`src/design/fpd_pkg.sv`:
```
package fpd_pkg;

  localparam int unsigned ByteW          = 8;
  localparam int unsigned WordW          = 16;
  localparam int unsigned CfgIdxW        = 3;
  localparam int unsigned EventW         = 3;
  localparam logic [WordW-1:0] CrcPoly   = 16'h1021;
  localparam logic [WordW-1:0] PingReplyBytes = 16'd8;

  // Event codes reported with each result
  typedef enum logic [EventW-1:0] {
    EV_NONE       = 3'd0,
    EV_OK         = 3'd1,
    EV_CRC_BAD    = 3'd2,
    EV_TOO_LONG   = 3'd3,
    EV_ACK        = 3'd4,
    EV_NAK        = 3'd5,
    EV_PING       = 3'd6,
    EV_PING_REPLY = 3'd7
  } event_t;

  // Configuration register indexes
  typedef enum logic [CfgIdxW-1:0] {
    REG_START_MARKER    = 3'd0,
    REG_COMMAND_TYPE    = 3'd1,
    REG_DATA_TYPE       = 3'd2,
    REG_PING_TYPE       = 3'd3,
    REG_PING_REPLY_TYPE = 3'd4,
    REG_ACK_TYPE        = 3'd5,
    REG_NAK_TYPE        = 3'd6,
    REG_MAX_PAYLOAD     = 3'd7
  } cfg_reg_t;

  typedef struct packed {
    logic [ByteW-1:0] start_marker;
    logic [ByteW-1:0] command_type;
    logic [ByteW-1:0] data_type;
    logic [ByteW-1:0] ping_type;
    logic [ByteW-1:0] ping_reply_type;
    logic [ByteW-1:0] ack_type;
    logic [ByteW-1:0] nak_type;
    logic [WordW-1:0] max_payload;
  } cfg_t;

  typedef struct packed {
    logic             byte_valid;
    logic [ByteW-1:0] byte_value;
    logic [WordW-1:0] byte_index;
    event_t           event_res;
    logic [ByteW-1:0] frame_kind;
    logic [WordW-1:0] frame_length;
  } result_t;

  // CRC-16, polynomial 0x1021, MSB first, one byte per call
  function automatic logic [WordW-1:0] crc16_byte(input logic [WordW-1:0] crc_in,
                                                  input logic [ByteW-1:0] data);
    logic [WordW-1:0] crc;
    crc = crc_in ^ {data, {(WordW-ByteW){1'b0}}};
    for (int k = 0; k < ByteW; k++) begin
      if (crc[WordW-1]) begin
        crc = {crc[WordW-2:0], 1'b0} ^ CrcPoly;
      end else begin
        crc = {crc[WordW-2:0], 1'b0};
      end
    end
    return crc;
  endfunction

endpackage

```
`src/design/fpd_if.sv`:
```
// Received byte channel
interface fpd_rx_if;
  logic       valid;
  logic       ready;
  logic [7:0] rx_byte;

  modport source (output valid, output rx_byte, input ready);
  modport sink (input valid, input rx_byte, output ready);
endinterface

// Decoder result channel
interface fpd_result_if;
  logic        valid;
  logic        ready;
  logic        byte_valid;
  logic [7:0]  byte_value;
  logic [15:0] byte_index;
  logic [2:0]  event_res;
  logic [7:0]  frame_kind;
  logic [15:0] frame_length;

  modport source (output valid, output byte_valid, output byte_value, output byte_index,
                  output event_res, output frame_kind, output frame_length, input ready);
  modport sink (input valid, input byte_valid, input byte_value, input byte_index,
                input event_res, input frame_kind, input frame_length, output ready);
endinterface

```
`src/design/fpd_cfg_regs.sv`:
```
module fpd_cfg_regs (
  input  logic                        clk,
  input  logic                        rst,
  input  logic                        wr_en,
  input  logic [fpd_pkg::CfgIdxW-1:0] wr_index,
  input  logic [fpd_pkg::WordW-1:0]   wr_data,
  output fpd_pkg::cfg_t               cfg
);
  import fpd_pkg::*;

  // Load defaults on reset, take one register per write
  always_ff @(posedge clk) begin
    if (rst) begin
      cfg.start_marker    <= 8'h5A;
      cfg.command_type    <= 8'hA4;
      cfg.data_type       <= 8'hA5;
      cfg.ping_type       <= 8'hA6;
      cfg.ping_reply_type <= 8'hA7;
      cfg.ack_type        <= 8'hA1;
      cfg.nak_type        <= 8'hA2;
      cfg.max_payload     <= 16'd4096;
    end else if (wr_en) begin
      unique case (cfg_reg_t'(wr_index))
        REG_START_MARKER:    cfg.start_marker    <= wr_data[ByteW-1:0];
        REG_COMMAND_TYPE:    cfg.command_type    <= wr_data[ByteW-1:0];
        REG_DATA_TYPE:       cfg.data_type       <= wr_data[ByteW-1:0];
        REG_PING_TYPE:       cfg.ping_type       <= wr_data[ByteW-1:0];
        REG_PING_REPLY_TYPE: cfg.ping_reply_type <= wr_data[ByteW-1:0];
        REG_ACK_TYPE:        cfg.ack_type        <= wr_data[ByteW-1:0];
        REG_NAK_TYPE:        cfg.nak_type        <= wr_data[ByteW-1:0];
        REG_MAX_PAYLOAD:     cfg.max_payload     <= wr_data;
        default:             cfg.max_payload     <= cfg.max_payload;
      endcase
    end
  end

endmodule

```
`src/design/fpd_parser.sv`:
```
module fpd_parser (
  input  logic                      clk,
  input  logic                      rst,
  input  logic                      step,
  input  logic [fpd_pkg::ByteW-1:0] rx_byte,
  input  fpd_pkg::cfg_t             cfg,
  output fpd_pkg::result_t          res
);
  import fpd_pkg::*;

  typedef enum logic [2:0] {
    PH_IDLE  = 3'd0,
    PH_TYPE  = 3'd1,
    PH_LENLO = 3'd2,
    PH_LENHI = 3'd3,
    PH_CRCLO = 3'd4,
    PH_CRCHI = 3'd5,
    PH_DATA  = 3'd6
  } phase_t;

  phase_t           phase, phase_next;
  logic [ByteW-1:0] kind_seen, kind_seen_next;
  logic [WordW-1:0] length_seen, length_seen_next;
  logic [WordW-1:0] crc_expected, crc_expected_next;
  logic [WordW-1:0] bytes_taken, bytes_taken_next;
  logic [WordW-1:0] crc_running, crc_running_next;
  logic [WordW-1:0] crc_step;
  logic [WordW:0]   count;
  logic             is_lc_kind;

  assign crc_step   = crc16_byte(crc_running, rx_byte);
  assign count      = {1'b0, bytes_taken} + {{WordW{1'b0}}, 1'b1};
  assign is_lc_kind = (kind_seen == cfg.command_type) || (kind_seen == cfg.data_type);

  // Work out the next frame state and the result for this beat
  always_comb begin
    phase_next        = phase;
    kind_seen_next    = kind_seen;
    length_seen_next  = length_seen;
    crc_expected_next = crc_expected;
    bytes_taken_next  = bytes_taken;
    crc_running_next  = crc_running;
    res.byte_valid    = 1'b0;
    res.byte_value    = '0;
    res.byte_index    = '0;
    res.event_res     = EV_NONE;

    unique case (phase)
      PH_IDLE: begin
        if (rx_byte == cfg.start_marker) begin
          crc_running_next = crc16_byte('0, rx_byte);
          phase_next       = PH_TYPE;
        end
      end
      PH_TYPE: begin
        kind_seen_next = rx_byte;
        priority if (rx_byte == cfg.command_type || rx_byte == cfg.data_type) begin
          crc_running_next = crc_step;
          phase_next       = PH_LENLO;
        end else if (rx_byte == cfg.ping_type) begin
          res.event_res = EV_PING;
          phase_next    = PH_IDLE;
        end else if (rx_byte == cfg.ping_reply_type) begin
          length_seen_next = '0;
          bytes_taken_next = '0;
          phase_next       = PH_DATA;
        end else if (rx_byte == cfg.ack_type) begin
          res.event_res = EV_ACK;
          phase_next    = PH_IDLE;
        end else if (rx_byte == cfg.nak_type) begin
          res.event_res = EV_NAK;
          phase_next    = PH_IDLE;
        end else begin
          // unknown type: keep waiting for a type byte
          phase_next = PH_TYPE;
        end
      end
      PH_LENLO: begin
        length_seen_next = {length_seen[WordW-1:ByteW], rx_byte};
        crc_running_next = crc_step;
        phase_next       = PH_LENHI;
      end
      PH_LENHI: begin
        length_seen_next = {rx_byte, length_seen[ByteW-1:0]};
        crc_running_next = crc_step;
        if ({rx_byte, length_seen[ByteW-1:0]} <= cfg.max_payload) begin
          phase_next = PH_CRCLO;
        end else begin
          res.event_res = EV_TOO_LONG;
          phase_next    = PH_IDLE;
        end
      end
      PH_CRCLO: begin
        crc_expected_next = {crc_expected[WordW-1:ByteW], rx_byte};
        phase_next        = PH_CRCHI;
      end
      PH_CRCHI: begin
        crc_expected_next = {rx_byte, crc_expected[ByteW-1:0]};
        bytes_taken_next  = '0;
        phase_next        = PH_DATA;
      end
      PH_DATA: begin
        res.byte_valid   = 1'b1;
        res.byte_value   = rx_byte;
        res.byte_index   = bytes_taken;
        crc_running_next = crc_step;
        bytes_taken_next = count[WordW-1:0];
        priority if (is_lc_kind && count >= {1'b0, length_seen}) begin
          res.event_res = (crc_step == crc_expected) ? EV_OK : EV_CRC_BAD;
          phase_next    = PH_IDLE;
        end else if (kind_seen == cfg.ping_reply_type
                     && count >= {1'b0, PingReplyBytes}) begin
          length_seen_next = PingReplyBytes;
          res.event_res    = EV_PING_REPLY;
          phase_next       = PH_IDLE;
        end else begin
          phase_next = PH_DATA;
        end
      end
      default: begin
        phase_next = PH_IDLE;
      end
    endcase

    res.frame_kind   = kind_seen_next;
    res.frame_length = length_seen_next;
  end

  // Hold frame state, advance on each beat taken from the input stage
  always_ff @(posedge clk) begin
    if (rst) begin
      phase        <= PH_IDLE;
      kind_seen    <= '0;
      length_seen  <= '0;
      crc_expected <= '0;
      bytes_taken  <= '0;
      crc_running  <= '0;
    end else if (step) begin
      phase        <= phase_next;
      kind_seen    <= kind_seen_next;
      length_seen  <= length_seen_next;
      crc_expected <= crc_expected_next;
      bytes_taken  <= bytes_taken_next;
      crc_running  <= crc_running_next;
    end
  end

endmodule

```
`src/design/framed_packet_decoder_crc16_core.sv`:
```
// A byte taken into the input register has its result loaded into the result register, which
// drives the result channel. Throughput: one byte per cycle while the result channel is ready;
// the byte-wide CRC update and frame state step are combinational between the two registers.
// Reset (rst, synchronous, active high) empties both registers, returns the decoder to
// hunting for the start byte with all frame state zero, and loads the register defaults.
module framed_packet_decoder_crc16_core (
  input  logic                        clk,
  input  logic                        rst,
  input  logic                        wr_en,
  input  logic [fpd_pkg::CfgIdxW-1:0] wr_index,
  input  logic [fpd_pkg::WordW-1:0]   wr_data,
  fpd_rx_if.sink                      rx,
  fpd_result_if.source                result
);
  import fpd_pkg::*;

  cfg_t             cfg;
  result_t          res_next;
  result_t          res;
  logic             s1_valid;
  logic [ByteW-1:0] s1_byte;
  logic             out_valid;
  logic             advance;

  // Move the held byte on when the result register is free or being emptied
  assign advance  = s1_valid && (!out_valid || result.ready);
  assign rx.ready = !s1_valid || advance;

  fpd_cfg_regs u_cfg (
    .clk      (clk),
    .rst      (rst),
    .wr_en    (wr_en),
    .wr_index (wr_index),
    .wr_data  (wr_data),
    .cfg      (cfg)
  );

  fpd_parser u_parser (
    .clk     (clk),
    .rst     (rst),
    .step    (advance),
    .rx_byte (s1_byte),
    .cfg     (cfg),
    .res     (res_next)
  );

  // Input register: take a beat whenever there is room
  always_ff @(posedge clk) begin
    if (rst) begin
      s1_valid <= 1'b0;
    end else if (rx.ready) begin
      s1_valid <= rx.valid;
    end
  end

  always_ff @(posedge clk) begin
    if (rx.valid && rx.ready) begin
      s1_byte <= rx.rx_byte;
    end
  end

  // Result register: load on advance, drop once the beat is taken
  always_ff @(posedge clk) begin
    if (rst) begin
      out_valid <= 1'b0;
    end else if (advance) begin
      out_valid <= 1'b1;
    end else if (result.ready) begin
      out_valid <= 1'b0;
    end
  end

  always_ff @(posedge clk) begin
    if (advance) begin
      res <= res_next;
    end
  end

  assign result.valid        = out_valid;
  assign result.byte_valid   = res.byte_valid;
  assign result.byte_value   = res.byte_value;
  assign result.byte_index   = res.byte_index;
  assign result.event_res    = res.event_res;
  assign result.frame_kind   = res.frame_kind;
  assign result.frame_length = res.frame_length;

`ifndef SYNTHESIS
  a_reset_empties : assert property (@(posedge clk)
    rst |=> !out_valid && !s1_valid)
    else $error("pipeline not empty after reset");

  a_no_echo_on_short_frames : assert property (@(posedge clk) disable iff (rst)
    out_valid && (res.event_res == EV_ACK || res.event_res == EV_NAK
                  || res.event_res == EV_PING || res.event_res == EV_TOO_LONG)
    |-> !res.byte_valid)
    else $error("byte echoed on a frame without payload");

  a_ping_reply_end : assert property (@(posedge clk) disable iff (rst)
    out_valid && res.event_res == EV_PING_REPLY
    |-> res.byte_valid && res.frame_length == PingReplyBytes)
    else $error("ping response ended without its payload byte");

  a_idle_fields_clear : assert property (@(posedge clk) disable iff (rst)
    out_valid && !res.byte_valid |-> res.byte_value == '0 && res.byte_index == '0)
    else $error("echo fields set without a payload byte");

  a_result_waits : assert property (@(posedge clk) disable iff (rst)
    s1_valid && out_valid && !result.ready |=> s1_valid && $stable(s1_byte))
    else $error("input register lost a beat while the result stalled");
`endif

endmodule
```
`src/flat_wrapper.sv`:
```
// flat-port wrapper written by rule: the top's interface ports become plain ports
module framed_packet_decoder_crc16_core_flat import fpd_pkg::*;
  (clk, rst, wr_en, wr_index, wr_data, rx_valid, rx_rx_byte, rx_ready, result_valid, result_byte_valid, result_byte_value, result_byte_index, result_event_res, result_frame_kind, result_frame_length, result_ready);
  fpd_rx_if rx_i ();
  fpd_result_if result_i ();
  input  logic clk;
  input  logic rst;
  input  logic wr_en;
  input  logic [fpd_pkg::CfgIdxW-1:0] wr_index;
  input  logic [fpd_pkg::WordW-1:0] wr_data;
  input wire logic [$bits(rx_i.valid)-1:0] rx_valid;
  input wire logic [$bits(rx_i.rx_byte)-1:0] rx_rx_byte;
  output wire logic [$bits(rx_i.ready)-1:0] rx_ready;
  output wire logic [$bits(result_i.valid)-1:0] result_valid;
  output wire logic [$bits(result_i.byte_valid)-1:0] result_byte_valid;
  output wire logic [$bits(result_i.byte_value)-1:0] result_byte_value;
  output wire logic [$bits(result_i.byte_index)-1:0] result_byte_index;
  output wire logic [$bits(result_i.event_res)-1:0] result_event_res;
  output wire logic [$bits(result_i.frame_kind)-1:0] result_frame_kind;
  output wire logic [$bits(result_i.frame_length)-1:0] result_frame_length;
  input wire logic [$bits(result_i.ready)-1:0] result_ready;
  assign rx_i.valid = rx_valid;
  assign rx_i.rx_byte = rx_rx_byte;
  assign rx_ready = rx_i.ready;
  assign result_valid = result_i.valid;
  assign result_byte_valid = result_i.byte_valid;
  assign result_byte_value = result_i.byte_value;
  assign result_byte_index = result_i.byte_index;
  assign result_event_res = result_i.event_res;
  assign result_frame_kind = result_i.frame_kind;
  assign result_frame_length = result_i.frame_length;
  assign result_i.ready = result_ready;
  framed_packet_decoder_crc16_core u_core (.clk(clk), .rst(rst), .wr_en(wr_en), .wr_index(wr_index), .wr_data(wr_data), .rx(rx_i), .result(result_i));
endmodule
```
`config.mk`:
```
export PLATFORM = sky130hd
export DESIGN_NAME = framed_packet_decoder_crc16_core_flat
export DESIGN_NICKNAME = d
export VERILOG_FILES = /design/src/design/fpd_pkg.sv /design/src/design/fpd_if.sv /design/src/design/fpd_cfg_regs.sv /design/src/design/fpd_parser.sv /design/src/design/framed_packet_decoder_crc16_core.sv /design/src/flat_wrapper.sv
export SDC_FILE = /design/constraint.sdc
export NUM_CORES = 1
export LEC_CHECK = 0
export ABC_AREA = 1
export BUFFER_PORTS_ARGS = -buffer_cell sky130_fd_sc_hd__buf_2
export CORE_MARGIN = 5
export CORE_UTILIZATION = 25
export CTS_BUF_LIST = sky130_fd_sc_hd__clkbuf_4 sky130_fd_sc_hd__clkbuf_8
export DETAILED_ROUTE_END_ITERATION = 16
export GPL_TIMING_DRIVEN = 0
export PLACE_DENSITY = 0.4
export SLEW_MARGIN = 20
export SYNTH_ARGS = -nofsm -noshare
export SYNTH_HDL_FRONTEND = slang
export SYNTH_HIERARCHICAL = 1
export SYNTH_SLANG_ARGS = --single-unit
```
`constraint.sdc`:
```
create_clock -name clk -period 7.7 [get_ports clk]
set_input_delay 0.77 -clock clk [delete_from_list [all_inputs] [get_ports clk]]
set_output_delay 0.77 -clock clk [all_outputs]
set_load 0.02 [all_outputs]
```
# Word-level counts from Yosys, hierarchy flattened
# Cells that the tools add are included.
[totals]
register_bits = 209
in_bits = 32
elab_cells = 173
[op_classes]
n_addsub = 1
order_cmp = 3
eq_ne = 29
mux = 68
bitwise_logic = 19
n_reduce_logical = 29
[op_table]
columns = ["operator", "n"]
rows = [
  ["$mux W16", 24],
  ["$mux W13", 16],
  ["$pmux W16 S3", 2],
  ["$eq A8 B8 Y1", 10],
  ["$pmux W16 S4", 1],
  ["$not A3 Y3", 16],
  ["$mux W3", 15],
  ["$pmux W16 S2", 1],
  ["$mux W25", 1],
  ["$eq A3 B3 Y1 const B", 7],
  ["$pmux W3 S7", 1],
  ["$reduce_and A2 Y1", 9],
  ["$add A16 B1 Y17 const B", 1],
  ["$ge A17 B16 Y1", 1],
  ["$ge A17 B4 Y1 const B", 1],
  ["$eq A16 B16 Y1", 1],
  ["$le A16 B16 Y1", 1],
  ["$xor A16 B16 Y16", 1],
  ["$eq A3 B2 Y1 const B", 4],
  ["$ne A2 B2 Y1 const B", 5],
  ["$pmux W3 S3", 1],
  ["$mux W8", 1],
  ["$eq A3 B1 Y1 const B", 2],
  ["$logic_not A3 Y1", 2],
  ["12 further kinds", 25],
]

# Logic depth before layout (Yosys ltp)
[depth]
ltp_word = 32
depth_mapped = 26
ltp_nobuf = 26

# By module
# Netlist, hierarchy kept.
[modules_own_cells]
columns = ["mod", "instances", "cells_per_inst", "area_each_um2"]
rows = [
  ["fpd_parser", 1, 1079, 6718.9],
  ["fpd_cfg_regs", 1, 395, 2776.4],
  ["framed_packet_decoder_crc16_core", 1, 72, 1893.1],
]

# Worst setup path before layout
# No wires, ideal clock.
[synth_path]
path_type = "in2reg"
startpoint = "input result_ready"
endpoint = "register u_core.u_parser.crc_expected[3]"
setup_time_ns = 0.135
t_arrival_ns = 4.603
required_ns = 7.565
setup_slack_ns = 2.963
stages = 8
n_path_buf = 1
cell_sequence = "inv_1 > a21oi_1 > inv_2 > nor2_1 > inv_1 > clkbuf_1 > a21oi_1 > a211oi_1"
[synth_via]
elab_chain_cells = 3
[synth_lines]
columns = ["element", "line_no", "source"]
rows = [
  ["start: declaration", "flat_wrapper.sv:21", "input wire logic [$bits(result_i.ready)-1:0] result_ready;"],
  ["$logic_or A1 B1 Y1", "framed_packet_decoder_crc16_core.sv:26", "assign advance = s1_valid && (!out_valid || result.ready);"],
  ["$logic_and A1 B1 Y1", "framed_packet_decoder_crc16_core.sv:26", ""],
  ["via u_core.advance", "framed_packet_decoder_crc16_core.sv:23", "logic advance;"],
  ["$reduce_and A3 Y1 (no source line)", "--", ""],
  ["end signal: assignment", "fpd_parser.sv:142", "crc_expected <= crc_expected_next;"],
  ["end: declaration", "fpd_parser.sv:24", "logic [WordW-1:0] crc_expected, crc_expected_next;"],
]
# The timed path passes the listed nets, and every way through them passes these cells.
# A chain may end at the register's enable or synchronous reset.

==> reports/results.tsv <==
stage	metric	value	unit
outcome	outcome	completed	
global_routing	grt_start_max_net_pins	25	
timing	relSlewSlack	0.3878	
cells_and_area	design.final.nets	1743	
critical_path	reg2reg_to	u_core/result.frame_length[10]	
yosys	postSynthCellCount	1546	
global_routing	grt_first_pass_wirelength	59600	um
critical_path	critPathLaunchType	flip-flop	
critical_path	arrival	3650	ps
cells_and_area	share_of_layout_cells_above_drive_strength_1	0.1410	
global_routing	gr-total-overflow	0	
global_routing	gr-usage-all-layers	0.1549	
floorplanning	ioPinCount	86	
clock_network	clk_latency	600	ps
route	initialDrtViolationCount	628	
yosys	yosys_most_used_dff	dfxtp_1	
worst_hold_path	worstHoldPathType	primary input to flip-flop	
timing	report.final.slew_viol_count	0	
route	routedWlPerCell	16.97	um
route	dr.pass1.iters	5	
critical_path	path_delay_family	simple AND/OR/NAND/NOR gates	
route	wirelength	39190	um
floorplanning	core_area	0.04519	sq mm
clock_network	holdBufCountCts	0	
cells_and_area	final_common_cell	nand2_1	
timing	fmaxAchievable	0.3009	GHz
yosys	postSynth.asyncResetShare	0	
timing	setup_tns	0	ps
timing	tightest_slew	918.2	ps
timing	rsz0062_at_grt	false	
clock_network	clockRootBuffer	clkbuf_8	
place	dpl.hpwl	29610	um
critical_path	path_buf_inv	1	
critical_path	critical_path.most_common_cell	nand2_1	
critical_path	worst_ep_required_time	8020	ps
clock_network	clock_tree.htree_level_count	2	
clock_network	post-cts-setup-buffers	0	
critical_path	cp_max_fo	8	
critical_path	r2r.worst_path.cells	24	
pwr	power_density	201.3	mW/mm^2
global_routing	first_global_vias	9889	
cells_and_area	filler_cell_count_in_the_final_layout	4972	
timing	post-route-min-period	3323	ps
global_routing	grt_antenna_before_repair	0	
yosys	synth_edf_count	60	
clock_network	number_of_clock_buffers_inserted_by_tritoncts	41	
clock_network	cts_clk_pin_slew_worst_paths	60	ps
route	detailroute.via_count	10190	
clock_network	clockBufferDepth	3	
critical_path	regToRegSetupSlack	4380	ps
timing	timing_hold_violations_final	0	
yosys	syn_area	0.01139	sq mm
timing	finalWorstSetupSlack	4377	ps
yosys	synth.yosys.seq_area_share	0.4201	
yosys	syn_area_per_cell	7.366	sq um
clock_network	clock_tree_from_tritoncts	done	
cells_and_area	area_delta_synth_final	18.92	%
route	drc	0	
place	buffer_ports.inserted	85	
clock_network	clock_sinks	209	
critical_path	cell_type_of_the_slowest_stage_on_the_worst_timing_path	dfxtp_1	
critical_path	critPathCaptureType	flip-flop	
critical_path	worstSetupStartpoint	u_core/u_parser/bytes_taken[0]	
critical_path	critPathKind	flip-flop to flip-flop	
timing	finClkSkew	24.82	ps
route	avgViaCountPerCell	4.415	
timing	final_min_period_over_clock_period	0.4315	
floorplanning	rows	78	
pwr	p_leak	6.106	nW
yosys	synthDistinctLibCells	47	
critical_path	rr_startpoint	u_core/u_parser/bytes_taken[0]	
cells_and_area	post-route-util	0.2997	
critical_path	crit_path_end	u_core/result.frame_length[10]	
floorplanning	die_h	223.4	um
run	max-cap-violations	0	
floorplanning	die_width	223.4	um
pwr	ir_drop	89.27	uV
pwr	post-layout-total-power	2.727	mW
clock_network	cts-resized-gates	0	
route	antenna_violating_nets_post_route	0	
cells_and_area	final_cell_count_no_fill	2309	
yosys	synth.yosys.warnings	6	
floorplanning	initial_core_util	0.2520	
cells_and_area	diode_count	0	
timing	setup-violations-final	0	
place	dpl.cell_count	2234	
floorplanning	design.die.area	0.04992	sq mm
yosys	postSynthNetCount	1612	
critical_path	timing.critical_path.depth	24	
cells_and_area	layout.cells.most_common_list	nand2_1, nor2_1, inv_1	
critical_path	timing.critical_path.slowest_cell_delay	510	ps
yosys	synth-seq-cells	209	
place	place_congestion	0.8578	
place	preCtsSetupSlack	4371	ps
critical_path	crit_chain	ha_1 > nand2_2 > nor2_4 > nand2_1 > nand2_1 > nand2_1 > inv_1 > ha_1 > nand2_1 > nand2_1 > a21oi_1 > nand2_1 > nand2_1 > nand2_1 > nand2_1 > nand2_1 > nand2_1 > nand2_1 > nand2_1 > nand2_1 > nand2_2 > nand2_4 > nand2_1 > nand2_1	
## through the flow
stage	instance area, sq um	hold WS [ps]
floorplan	11390	441.7
global placement	12560	456.3
detailed placement	12650	464.7
CTS	13540	305.5
global route	13540	318.4
finish	13540	363.9
## flip-flops by register name, indices dropped and copies added, names as in the netlist
signal and count:
u_core/result.event_res 3, u_core/result.frame_kind 8, u_core/u_parser/phase 3, u_core/s1_byte 8, u_core/u_parser/bytes_taken 16, u_core/s1_valid 1, u_core/u_parser/crc_running 16, u_core/result.valid 1
u_core/u_cfg/cfg 72, u_core/result.byte_value 8, u_core/u_parser/kind_seen 8, u_core/u_parser/length_seen 16, u_core/result.byte_index 16, u_core/u_parser/crc_expected 16, u_core/result.byte_valid 1, u_core/result.frame_length 16
## synth_stat cells (2+ instances only)
master | n | area, sq um
buf_1 | 5 | 18.77
xor2_1 | 59 | 516.8
a211oi_1 | 23 | 172.7
buf_6 | 9 | 101.4
buf_4 | 10 | 75.07
xnor2_1 | 31 | 271.5
ha_1 | 34 | 425.4
nor4_1 | 4 | 25.02
clkbuf_1 | 21 | 78.83
nor2_2 | 14 | 87.58
nand3_1 | 108 | 540.5
a31oi_1 | 11 | 68.82
nand2_1 | 391 | 1468
nand2_4 | 2 | 22.52
a21oi_1 | 88 | 440.4
nand2_2 | 9 | 56.30
a21o_1 | 3 | 22.52
o22ai_1 | 3 | 18.77
dfxtp_1 | 149 | 2983
a21oi_2 | 2 | 17.52
nor3_1 | 8 | 40.04
or2_1 | 2 | 12.51
inv_2 | 6 | 22.52
inv_1 | 186 | 698.2
o21ai_0 | 54 | 270.3
edfxtp_1 | 60 | 1802
or2_2 | 5 | 31.28
o21ai_1 | 3 | 15.01
nor2_1 | 196 | 735.7
nand4_1 | 21 | 131.4
buf_2 | 13 | 65.06
## worst register-to-register path, cell delays in order (launching register included)
cell and delay, ps:
dfxtp_1 510, ha_1 270, nand2_2 100, nor2_4 200
nand2_1 160, nand2_1 90, nand2_1 70, inv_1 100
ha_1 260, nand2_1 80, nand2_1 50, a21oi_1 120
nand2_1 70, nand2_1 50, nand2_1 50, nand2_1 50
nand2_1 70, nand2_1 60, nand2_1 50, nand2_1 130
nand2_1 80, nand2_2 110, nand2_4 100, nand2_1 100
nand2_1 100
## area by class of cell
type | instances | area, sq um | area share
clock buffers | 71 | 870.8 | 0.06430
multi-input cells | 1085 | 5547 | 0.4096
repair buffers | 88 | 500.5 | 0.03695
plain buffers | 59 | 344.1 | 0.02541
well taps | 600 | 750.7 | 0.05543
inverters | 193 | 724.4 | 0.05349
clock inverters | 4 | 21.27 | 0.001571
flip-flops and latches | 209 | 4785 | 0.3533
## where the power goes
group | internal (mW) | switching [mW] | leakage (nW)
clock | 0.707 | 0.512 | 0.476
sequential | 1.17 | 0.0271 | 1.81
combinational | 0.104 | 0.208 | 3.82
total | 1.98 | 0.747 | 6.11
## worst min-delay path by stage
stage                                           from                          endpoint  slack, ps  cells after the start
floorplan           u_core/u_parser/crc_expected[10]  u_core/u_parser/crc_expected[10]        440                      2
global placement    u_core/u_parser/crc_expected[11]  u_core/u_parser/crc_expected[11]        460                      2
detailed placement              u_core/u_cfg/cfg[23]              u_core/u_cfg/cfg[23]        460                      2
CTS                                    rx_rx_byte[2]                 u_core/s1_byte[2]        310                      1
global route                           rx_rx_byte[2]                 u_core/s1_byte[2]        320                      1
finish                                 rx_rx_byte[4]                 u_core/s1_byte[4]        360                      1
## logic make-up after synthesis
group	after synthesis	share of synthesized area
xor+xnor	92	0.07207
flops	209	0.4201
compound gates	192	0.09416
simple gates	767	0.2825
buf+inv	252	0.09383
fa+ha+maj	34	0.03735
## per-layer routing
metal	vias up	track usage	wire, um
met1	4719	0.2067	18480
met3	52	0.02829	1520
li1	5220	-	-
met5	-	0	0
met2	203	0.2587	18370
met4	0	0.04071	828
Power figures use the tool's default switching activity.
